File: config.mk
export PLATFORM = sky130hd
export DESIGN_NAME = pdd_normalize
export DESIGN_NICKNAME = d
export VERILOG_FILES = /design/src/sv/pdd_pkg.sv /design/src/sv/pdd_normalize.sv
export SDC_FILE = /design/constraint.sdc
export NUM_CORES = 2
export LEC_CHECK = 0
export BUFFER_PORTS_ARGS = -buffer_cell sky130_fd_sc_hd__buf_4
export CAP_MARGIN = 10
export CORE_AREA = 2 2 261 263
export DETAILED_ROUTE_END_ITERATION = 10
export DIE_AREA = 0 0 263 265
export HOLD_SLACK_MARGIN = 0.03
export PLACE_DENSITY = 0.8
export SYNTH_ARGS = -nofsm -noshare
export SYNTH_HDL_FRONTEND = slang
export SYNTH_SLANG_ARGS = --single-unit
File: constraint.sdc
create_clock -name clk_i -period 10.9 [get_ports clk_i]
set_input_delay 1.09 -clock clk_i [delete_from_list [all_inputs] [get_ports clk_i]]
set_output_delay 1.09 -clock clk_i [all_outputs]
set_load 0.02 [all_outputs]
File: src/sv/pdd_pkg.sv
// Package for the pixel depth deprojection block.
// Holds payload and configuration types, register codes, widths and fixed-point helpers.
// Standalone; imported by every pdd module and by the top level.
package pdd_pkg;

  localparam int NW = 41;  // normalised coordinate, Q.28
  localparam int QW = 36;  // product of two Q3.28 operands, Q.28
  localparam int CW = 48;  // clamp input width

  localparam logic signed [CW-1:0] Q3Max = 48'sd2147483647;
  localparam logic signed [CW-1:0] Q3Min = -48'sd2147483648;
  localparam logic signed [37:0]   Q28One = 38'sd268435456;
  localparam logic signed [33:0]   PtMax = 34'sd134217727;
  localparam logic signed [33:0]   PtMin = -34'sd134217728;

  typedef enum logic [3:0] {
    RegMode      = 4'd0,
    RegPrincipal = 4'd1,
    RegFocal     = 4'd2,
    RegK1        = 4'd3,
    RegK2        = 4'd4,
    RegK3        = 4'd5,
    RegP1        = 4'd6,
    RegP2        = 4'd7
  } reg_idx_e;

  typedef struct packed {
    logic [15:0] pixel_x;
    logic [15:0] pixel_y;
    logic [15:0] depth_mm;
  } in_t;

  typedef struct packed {
    logic signed [27:0] point_x;
    logic signed [27:0] point_y;
    logic [15:0]        point_z;
    logic               saturated;
  } out_t;

  typedef struct packed {
    logic               mode;
    logic [15:0]        ppx;
    logic [15:0]        ppy;
    logic [31:0]        rfx;
    logic [31:0]        rfy;
    logic signed [31:0] k1;
    logic signed [31:0] k2;
    logic signed [31:0] k3;
    logic signed [31:0] p1;
    logic signed [31:0] p2;
  } cfg_t;

  typedef struct packed {
    logic [15:0]          depth;
    logic signed [NW-1:0] x;
    logic signed [NW-1:0] y;
  } norm_t;

  typedef struct packed {
    logic [15:0]          depth;
    logic signed [NW-1:0] nx;
    logic signed [NW-1:0] ny;
    logic                 sat;
  } proj_t;

  typedef struct packed {
    logic               sat;
    logic signed [31:0] val;
  } clamp_t;

  function automatic clamp_t clamp_q3(input logic signed [CW-1:0] v);
    clamp_t r;
    r.sat = 1'b0;
    r.val = v[31:0];
    if (v > Q3Max) begin
      r.sat = 1'b1;
      r.val = Q3Max[31:0];
    end else if (v < Q3Min) begin
      r.sat = 1'b1;
      r.val = Q3Min[31:0];
    end
    return r;
  endfunction

  // floor of a*b / 2^28
  function automatic logic signed [QW-1:0] qmul(input logic signed [31:0] a,
                                                 input logic signed [31:0] b);
    logic signed [63:0] ae;
    logic signed [63:0] be;
    logic signed [63:0] p;
    ae = 64'(a);
    be = 64'(b);
    p  = ae * be;
    return p[63:28];
  endfunction

endpackage

File: src/sv/pdd_normalize.sv
// Pixel normalisation: subtract principal point, multiply by focal reciprocals.
// Two register stages with per-stage valid and back-pressure; uses pdd_pkg.
module pdd_normalize (
  input  logic           clk_i,
  input  logic           rst_ni,
  input  pdd_pkg::cfg_t  cfg_i,
  input  logic           in_valid_i,
  output logic           in_ready_o,
  input  pdd_pkg::in_t   in_data_i,
  output logic           out_valid_o,
  input  logic           out_ready_i,
  output pdd_pkg::norm_t out_data_o
);
  import pdd_pkg::*;

  logic [1:0] v_q;
  logic [2:0] rdy;

  logic signed [16:0] dx_q, dy_q;
  logic [15:0]        d0_q;
  norm_t              n_q;

  logic signed [16:0] dx_d, dy_d;
  logic signed [48:0] mx, my;

  always_comb begin
    rdy[2] = out_ready_i;
    rdy[1] = !v_q[1] || rdy[2];
    rdy[0] = !v_q[0] || rdy[1];
  end

  assign in_ready_o  = rdy[0];
  assign out_valid_o = v_q[1];
  assign out_data_o  = n_q;

  assign dx_d = $signed({1'b0, in_data_i.pixel_x}) - $signed({1'b0, cfg_i.ppx});
  assign dy_d = $signed({1'b0, in_data_i.pixel_y}) - $signed({1'b0, cfg_i.ppy});
  assign mx   = 49'(dx_q) * 49'($signed({1'b0, cfg_i.rfx}));
  assign my   = 49'(dy_q) * 49'($signed({1'b0, cfg_i.rfy}));

  always_ff @(posedge clk_i or negedge rst_ni) begin
    if (!rst_ni) begin
      v_q <= '0;
    end else begin
      if (rdy[0]) v_q[0] <= in_valid_i;
      if (rdy[1]) v_q[1] <= v_q[0];
    end
  end

  always_ff @(posedge clk_i) begin
    if (rdy[0]) begin
      dx_q <= dx_d;
      dy_q <= dy_d;
      d0_q <= in_data_i.depth_mm;
    end
    if (rdy[1]) begin
      n_q.depth <= d0_q;
      n_q.x     <= mx[48:8];
      n_q.y     <= my[48:8];
    end
  end

endmodule

==> metrics.md <==
| Metric | Value |
|---|---|
| R2R depth | `25` |
| Internal reg-to-reg setup slack | `2.64 ns` |
| Status | `finished clean` |
| Fmax | `121 MHz` |
| Global route overflow | `0` |
| Worst-margin pin slew | `1.22 ns` |
| Total of max-cap violations | `0` |
| Clk root buf | `clkbuf_16` |
| Syn Area/Cell | `9.50 um2` |
| Vert. Die Dim | `265 um` |
| Fillers | `5,341` |
| Vias | `28,300` |
| Core box area | `0.0668 mm2` |
| Crit path capture type | `register` |
| Crit path arrival time | `8.50 ns` |
| Commonest non-fill, non-tap cell in the layout | `inv_1` |
| Detail Route Antenna Nets | `0` |
| DR DRC count | `0` |
| Final hold vios | `0` |
| Min Tclk post-route | `8.26 ns` |
| Clock Pin Slew Worst Setup and Hold Paths | `0.08 ns` |
| FP Rows | `95` |
| Syn-to-layout area delta | `8.01%` |
| IO Pins | `409` |
| Hold buffers post-CTS | `0` |
| Share of cells above drive strength 1 | `7.54%` |
| HPWL after DPL | `73.8 mm` |
| H-tree depth | `4` |
| Drt via density | `5.44` |
| Critical path peak fanout | `24` |
| First-pass GRT wire length | `160 mm` |
| Number of enable flip-flop cells after synthesis | `148` |
| Post-CTS Setup Bufs | `0` |
| Starting Density | `59.6%` |
| Net count after synthesis | `5,728` |
| Hold Path Class | `in2async` |
| Max transition margin | `18.7%` |
| Final period util | `75.8%` |
| I/O Buffers | `247` |
| Register area share after synthesis | `11.3%` |
| Top FF cell, synth | `edfxtp_1` |
| Wire per inst | `18.2 um` |
| Synth area leaders | `fa_1 45%, edfxtp_1 11%, ha_1 10%` |
| Unique masters post-synth | `59` |
| YS warnings | `0` |
| Setup-failing EPs final | `0` |
| Yosys top cell area share | `45.2%` |
| RSZ-0062 raised after global routing | `no` |
| Vias in the first global route | `31,700` |
| CTS max path bufs | `2` |
| Global placement routability congestion | `0.873` |
| Total clock buffers created by CTS | `17` |
| Clk sinks | `150` |
| Setup TNS | `0 ns` |
| Commonest cells after routing, fill and taps aside | `1,048 x inv_1, 898 x fa_1, 565 x nand2_1` |
| Die width | `263 um` |
| Routed WL | `94.7 mm` |
| Max-slew violations | `0` |
| Seq cells post-synth | `150` |
| Worst reg2reg path startpoint | `dx_q[9]` |
| DRT Pass-1 Iters | `5` |
| Nets | `5,859` |
| Die ar. | `0.0697 mm2` |
| R2r endpoint | `out_data_o[81]` |
| Syn Inst Count | `4,191` |
| Pin count of the biggest net entering global routing | `74` |
| Skew final | `0.0203 ns` |
| Post-CTS Resized | `0` |
| CTS tree | `done` |
| Clock insertion delay at the later pin of the skew report | `0.50 ns` |
| Synth async-reset ratio | `1.33%` |
| Worst Setup Start Kind | `register` |
| Top cell type by total area after synthesis | `fa_1` |
| GR Util All Layers | `29.2%` |
| First DRT Iteration DRCs | `1,694` |
| Cell Area, Synth | `0.0398 mm2` |
| Required @ worst endpoint | `11.15 ns` |
| Critical Setup Path Class | `reg2reg` |
| Antenna violations before repair | `2` |
## per-layer routing
metal / global-route usage, % / wire length (um)
met5: 0 / 13
met1: 37.7 / 37500
met2: 48.7 / 45800
met3: 6.97 / 8690
met4: 9.51 / 2680
## worst max-delay path, cell delays in order, from the launching register on
cell and delay, ns:
edfxtp_1 1.08, buf_4 0.32, nand2_1 0.08, fa_1 0.50, inv_1 0.05, fa_1 0.50
inv_1 0.06, fa_1 0.55, inv_1 0.05, fa_1 0.45, fa_1 0.49, inv_1 0.05
fa_1 0.47, inv_1 0.04, ha_1 0.31, nand2_1 0.08, nor2_1 0.18, nand3_1 0.13
a311oi_1 0.85, o211ai_2 0.20, a21oi_2 0.45, a21oi_4 0.13, o21ai_2 0.40, a211o_1 0.26
and4_4 0.23, nor3_2 0.04
## final cells by class
cell class / count / area, um2 / share of cell area [%]
tap: 873 / 1090 / 2.54
multi-input combinational: 2821 / 30700 / 71.5
clock inverter: 14 / 161 / 0.376
antenna: 1 / 2.50 / 0.00582
clock buffer: 18 / 439 / 1.02
sequential: 150 / 4490 / 10.5
inverter: 1049 / 3940 / 9.16
timing repair buffer: 283 / 2120 / 4.94
## flip-flops by register name (all words and copies together), names as in the netlist
| register | flops |
|---|---|
| v_q | 2 |
| d0_q | 16 |
| dx_q | 17 |
| dy_q | 17 |
| out_data_o | 98 |
## synthesized netlist by cell type (5+ instances only)
library cell  number
a31oi_1            8
a21o_1            40
and2_1           493
o21bai_1           7
clkbuf_1         170
fa_1             898
xor2_1            28
a21oi_1           62
xnor2_1           79
nor2_1            98
nand3_1           18
o21a_1             8
or3_1              5
nor2b_1           24
a21boi_0           5
o21ai_0           33
nand4_1           12
and3_1            14
inv_1           1048
nand2b_1          28
nor3_1             9
ha_1             330
edfxtp_1         148
a211oi_1           5
nand2_1          565
## stage by stage
stage	instance area [um2]	std cells	worst slack [ns]	util, %	hold slack, ns
finish	43000	5209	2.64	64.3	0.353
global route	43000	5209	2.15	64.3	0.316
CTS	43000	5208	2.55	64.3	0.314
detailed placement	42400	5176	2.42	63.4	0.405
global placement	42400	5176	2.59	63.4	0.402
floorplan	39800	4191	3.68	-	0.400
## cells by family (layout without fill, tap and decap cells)
| kind of cell | Yosys count | in the layout | share of synthesized area (%) |
|---|---|---|---|
| AOI/OAI and AO/OA | 200 | 200 | 3.24 |
| xor gates and xnor gates | 107 | 107 | 2.35 |
| adders and majority gates | 1228 | 1228 | 55.6 |
| buffers and inverters | 1220 | 1364 | 11.5 |
| DFF | 150 | 150 | 11.3 |
| other | 0 | 1 | 0 |
| and+or+nand+nor | 1286 | 1286 | 16.1 |
## how the worst max path moves through the flow
stage,from,slack (ns),cells past startpoint,end
6_report,dx_q[9],2.64,25,out_data_o[81]
5_1_grt,dx_q[9],2.15,25,out_data_o[81]
4_1_cts,dx_q[9],2.55,25,out_data_o[81]
3_5_place_dp,cfg_i[200],2.42,24,out_data_o[81]
3_3_place_gp,cfg_i[200],2.59,24,out_data_o[81]
2_1_floorplan,cfg_i[211],3.68,22,out_data_o[73]
Power is not shown: default switching activity piles up to over one toggle a cycle in this logic, so the estimate is an artifact.
