`src/sv/pdd_pkg.sv`:
```
// Package for the pixel depth deprojection block.
// Holds payload and configuration types, register codes, widths and fixed-point helpers.
// Standalone; imported by every pdd module and by the top level.
package pdd_pkg;

  localparam int NW = 41;  // normalised coordinate, Q.28
  localparam int QW = 36;  // product of two Q3.28 operands, Q.28
  localparam int CW = 48;  // clamp input width

  localparam logic signed [CW-1:0] Q3Max = 48'sd2147483647;
  localparam logic signed [CW-1:0] Q3Min = -48'sd2147483648;
  localparam logic signed [37:0]   Q28One = 38'sd268435456;
  localparam logic signed [33:0]   PtMax = 34'sd134217727;
  localparam logic signed [33:0]   PtMin = -34'sd134217728;

  typedef enum logic [3:0] {
    RegMode      = 4'd0,
    RegPrincipal = 4'd1,
    RegFocal     = 4'd2,
    RegK1        = 4'd3,
    RegK2        = 4'd4,
    RegK3        = 4'd5,
    RegP1        = 4'd6,
    RegP2        = 4'd7
  } reg_idx_e;

  typedef struct packed {
    logic [15:0] pixel_x;
    logic [15:0] pixel_y;
    logic [15:0] depth_mm;
  } in_t;

  typedef struct packed {
    logic signed [27:0] point_x;
    logic signed [27:0] point_y;
    logic [15:0]        point_z;
    logic               saturated;
  } out_t;

  typedef struct packed {
    logic               mode;
    logic [15:0]        ppx;
    logic [15:0]        ppy;
    logic [31:0]        rfx;
    logic [31:0]        rfy;
    logic signed [31:0] k1;
    logic signed [31:0] k2;
    logic signed [31:0] k3;
    logic signed [31:0] p1;
    logic signed [31:0] p2;
  } cfg_t;

  typedef struct packed {
    logic [15:0]          depth;
    logic signed [NW-1:0] x;
    logic signed [NW-1:0] y;
  } norm_t;

  typedef struct packed {
    logic [15:0]          depth;
    logic signed [NW-1:0] nx;
    logic signed [NW-1:0] ny;
    logic                 sat;
  } proj_t;

  typedef struct packed {
    logic               sat;
    logic signed [31:0] val;
  } clamp_t;

  function automatic clamp_t clamp_q3(input logic signed [CW-1:0] v);
    clamp_t r;
    r.sat = 1'b0;
    r.val = v[31:0];
    if (v > Q3Max) begin
      r.sat = 1'b1;
      r.val = Q3Max[31:0];
    end else if (v < Q3Min) begin
      r.sat = 1'b1;
      r.val = Q3Min[31:0];
    end
    return r;
  endfunction

  // floor of a*b / 2^28
  function automatic logic signed [QW-1:0] qmul(input logic signed [31:0] a,
                                                 input logic signed [31:0] b);
    logic signed [63:0] ae;
    logic signed [63:0] be;
    logic signed [63:0] p;
    ae = 64'(a);
    be = 64'(b);
    p  = ae * be;
    return p[63:28];
  endfunction

endpackage

```
`src/sv/pdd_project.sv`:
```
// Projection to camera space: depth times normalised coordinate, then clipping.
// Two register stages with per-stage valid and back-pressure; uses pdd_pkg.
module pdd_project (
  input  logic           clk_i,
  input  logic           rst_ni,
  input  logic           in_valid_i,
  output logic           in_ready_o,
  input  pdd_pkg::proj_t in_data_i,
  output logic           out_valid_o,
  input  logic           out_ready_i,
  output pdd_pkg::out_t  out_data_o
);
  import pdd_pkg::*;

  logic [1:0] v_q;
  logic [2:0] rdy;

  logic signed [33:0] px_q, py_q;
  logic [15:0]        d0_q;
  logic               s0_q;
  out_t               o_q;

  logic signed [57:0] mx, my;
  logic               clip_x, clip_y;
  logic signed [33:0] cx, cy;

  always_comb begin
    rdy[2] = out_ready_i;
    rdy[1] = !v_q[1] || rdy[2];
    rdy[0] = !v_q[0] || rdy[1];
  end

  assign in_ready_o  = rdy[0];
  assign out_valid_o = v_q[1];
  assign out_data_o  = o_q;

  assign mx = 58'($signed({1'b0, in_data_i.depth})) * 58'(in_data_i.nx);
  assign my = 58'($signed({1'b0, in_data_i.depth})) * 58'(in_data_i.ny);

  always_comb begin
    clip_x = (px_q > PtMax) || (px_q < PtMin);
    clip_y = (py_q > PtMax) || (py_q < PtMin);
    cx = px_q;
    cy = py_q;
    if (px_q > PtMax) cx = PtMax;
    else if (px_q < PtMin) cx = PtMin;
    if (py_q > PtMax) cy = PtMax;
    else if (py_q < PtMin) cy = PtMin;
  end

  always_ff @(posedge clk_i or negedge rst_ni) begin
    if (!rst_ni) begin
      v_q <= '0;
    end else begin
      if (rdy[0]) v_q[0] <= in_valid_i;
      if (rdy[1]) v_q[1] <= v_q[0];
    end
  end

  always_ff @(posedge clk_i) begin
    if (rdy[0]) begin
      px_q <= mx[57:24];
      py_q <= my[57:24];
      d0_q <= in_data_i.depth;
      s0_q <= in_data_i.sat;
    end
    if (rdy[1]) begin
      o_q.point_x   <= cx[27:0];
      o_q.point_y   <= cy[27:0];
      o_q.point_z   <= d0_q;
      o_q.saturated <= s0_q | clip_x | clip_y;
    end
  end

endmodule

```
`config.mk`:
```
export PLATFORM = sky130hd
export DESIGN_NAME = pdd_project
export DESIGN_NICKNAME = d
export VERILOG_FILES = /design/src/sv/pdd_pkg.sv /design/src/sv/pdd_project.sv
export SDC_FILE = /design/constraint.sdc
export NUM_CORES = 2
export LEC_CHECK = 0
export BUFFER_PORTS_ARGS = -buffer_cell sky130_fd_sc_hd__buf_2
export CAP_MARGIN = 20
export CORE_MARGIN = 4
export CORE_UTILIZATION = 55
export CTS_CLUSTER_SIZE = 8
export DETAILED_ROUTE_END_ITERATION = 8
export GPL_TIMING_DRIVEN = 0
export PLACE_DENSITY = 0.72
export SLEW_MARGIN = 20
export SYNTH_ARGS = -nofsm -noshare
export SYNTH_HDL_FRONTEND = slang
export SYNTH_SLANG_ARGS = --single-unit
```
`constraint.sdc`:
```
create_clock -name clk_i -period 6.9 [get_ports clk_i]
set_clock_uncertainty 0.1 [all_clocks]
set_input_delay 0.345 -clock clk_i [delete_from_list [all_inputs] [get_ports clk_i]]
set_output_delay 0.345 -clock clk_i [all_outputs]
set_load 0.05 [all_outputs]
```
==> impl_metrics.csv <==
group,metric,value,unit
status,status,"complete, no violations",
timing,finalSetupViolations,0,
clock_tree,clkTransAtPathRegs,80,ps
floorplan,dieArea,0.09395,mm²
worst_setup_path,start_kind,"input pin",
layout,most-common-layout-cells,"1,361 x inv_1, 1,226 x fa_1, 862 x nand2_1, 497 x and2_1, 266 x ha_1",
clock_tree,cts_tree,"yes",
timing,hold_violations,0,
timing,slew_viol_final,0,
clock_tree,clock_sinks,160,
clock_tree,worstSkewPairLatency,540,ps
clock_tree,cts_buffers,17,
worst_setup_path,crit_path_max_fanout,12,
detailed_routing,dr.pass1.iters,5,
floorplan,die_height,306.5,µm
global_routing,first_global_vias,39610,
synth,synth_ff_type,"edfxtp_1",
placement,port_buffers,177,
global_routing,antenna_found_initial,18,
detailed_routing,num_vias,36730,
layout,area_growth_syn_to_layout,7.250,%
synth,synth_edf_count,158,
floorplan,io_pins,178,
synth,syn_area,0.04901,mm²
placement,gp_congestion,1.007,
synth,syn-mean-instance-area,9.391,µm²
layout,drive_gt1_share,7.663,%
worst_setup_path,regToRegEndpoint,"out_data_o[0]",
worst_setup_path,regToRegStartpoint,"px_q[28]",
detailed_routing,wl,156000,µm
run,maxCapViolCount,0,
synth,synthCells,5219,
clock_tree,htreeDepth,4,
synth,yosys-top-cells-area,"fa_1 50%, inv_1 10%, edfxtp_1 9.7%, ha_1 6.8%, nand2_1 6.6%",
placement,dp.final_hpwl,129000,µm
detailed_routing,wl_per_cell,23.61,µm
synth,yosys_warnings,0,
floorplan,core,0.08837,mm²
timing,min_period_over_period,99.60,%
min_path,whs_endpoint,"d0_q[6]",
synth,yosysTopAreaCell,"fa_1",
layout,fill_cells,7827,
worst_setup_path,path_class,"in -> reg",
worst_setup_path,worstPathArrival,7100,ps
synth,synth_seq_area_share,9.783,%
timing,max_freq,145.5,MHz
synth,ys_seq_elements,160,
floorplan,start_util,55.46,%
clock_tree,clock-root-buffer,"clkbuf_16",
detailed_routing,drc_errors,0,
detailed_routing,detail-route-antenna-nets,0,
global_routing,grt_pass1_wl,241300,µm
detailed_routing,drt_iter0_drc,3324,
worst_setup_path,crit_required,7130,ps
detailed_routing,vias_per_cell,5.557,
synth,synthArstFlopShare,1.250,%
floorplan,rows,109,
min_path,hold_start,"in_data_i[89]",
layout,layout_commonest_cell,"inv_1",
clock_tree,clockBufferDepth,2,
synth,synth_nets,6814,
global_routing,grt_use_total,34.74,%
floorplan,die_w,306.5,µm
min_path,hp-class,"in -> reg",
global_routing,grt_overflow,0,
global_routing,grt_max_degree,42,
layout,finish.utilization,59.48,%
timing,slew_headroom,28.50,%
synth,synth_top_area_share,50.08,%
min_path,hold_depth,1,
timing,rsz0062_at_grt,"yes",
layout,finalNetCount,7011,
timing,period_minus_slack,6872,ps
synth,ys_types,68,
worst_setup_path,r2r_cells,4,
timing,worstMarginPinSlew,1073,ps
worst_setup_path,endpoint_kind,"register",
worst_setup_path,ff2ff_setup_slack,4680,ps
## kinds of logic after synthesis
logic type / share of synthesized area [%]
buffers and inverters: 12.39
adders and majority gates: 56.87
DFF: 9.783
AOI/OAI and AO/OA: 4.698
xor gates and xnor gates: 1.305
and+or+nand+nor: 14.96
## state kept, by name (all words and copies together) (netlist names)
name	cells
py_q	34
v_q	2
s0_q	1
out_data_o	73
px_q	34
d0_q	16
## cells in the mapped netlist (all sizes together), types with 40 or more instances
library cell,number
nand2,862
fa,1226
ha,266
o21ai,54
xnor2,54
nor2,40
clkbuf,244
edfxtp,158
inv,1361
a21o,98
and2,497
a21oi,106
## through the flow
step | setup TNS, ps | cells | hold slack (ps) | setup WS [ps] | instance area, µm²
floorplan | 0 | 5219 | -50.59 | 342.0 | 49010
global placement | -86230 | 6561 | 31.23 | -1723 | 51350
detailed placement | -79270 | 6571 | 34.01 | -1694 | 51520
CTS | 0 | 6594 | 71.58 | 9.503 | 52350
global route | -429.2 | 6598 | 90.39 | -91.45 | 52530
finish | 0 | 6610 | 108.2 | 27.55 | 52560
## cell type report
cell class / count / area (µm²) / share of cell area (%)
Antenna cell: 16 / 40.04 / 0.07617
Buffer: 234 / 1241 / 2.361
Clock buffer: 17 / 425.4 / 0.8093
Clock inverter: 15 / 177.7 / 0.3380
Inverter: 1361 / 5109 / 9.719
Multi-Input combinational cell: 3448 / 38210 / 72.69
Sequential cell: 160 / 4795 / 9.122
Tap cell: 1165 / 1458 / 2.773
Timing Repair Buffer: 194 / 1111 / 2.114
## worst max path at each step
| stage | from | endpoint | slack [ps] | cells past startpoint |
|---|---|---|---|---|
| floorplan | in_data_i[85] | py_q[29] | 340 | 23 |
| global placement | in_data_i[91] | py_q[32] | -1720 | 23 |
| detailed placement | in_data_i[89] | px_q[33] | -1690 | 24 |
| CTS | in_data_i[85] | px_q[32] | 10 | 22 |
| global route | in_data_i[90] | py_q[32] | -90 | 23 |
| finish | in_data_i[89] | py_q[32] | 30 | 23 |
## what timing repair did
action | 4_1_cts | 5_1_grt
hold endpoints to repair | 6 | 0
hold buffers | 6 | 0
gates resized for setup | 129 | 203
pin swaps | 0 | 3
endpoints found under the setup margin | 64 | 37
buffers inserted | 0 | 1
## per-layer routing
layer | track usage (%) | routed length [µm] | vias to the layer above
met5 | 0 | 52 | -
met4 | 14.51 | 8075 | 8
met3 | 9.594 | 17550 | 394
met2 | 53.81 | 70320 | 1930
met1 | 46.68 | 60040 | 18820
li1 | - | - | 15580
## critical path: stages
cell	delay, ps
buf_4	200
clkbuf_2	410
and2_1	290
fa_1	510
inv_1	50
fa_1	410
fa_1	560
inv_1	60
fa_1	450
fa_1	520
inv_1	50
fa_1	470
inv_1	40
ha_1	300
nand4_1	240
nor3_2	250
o2111ai_1	190
nand3_2	220
a31oi_4	180
or4_4	590
a211o_1	360
a211o_1	270
o311ai_1	90
Power is left out: the tool's default activity adds up to more than one toggle a clock period on the data nets, which glitch-free logic cannot reach.
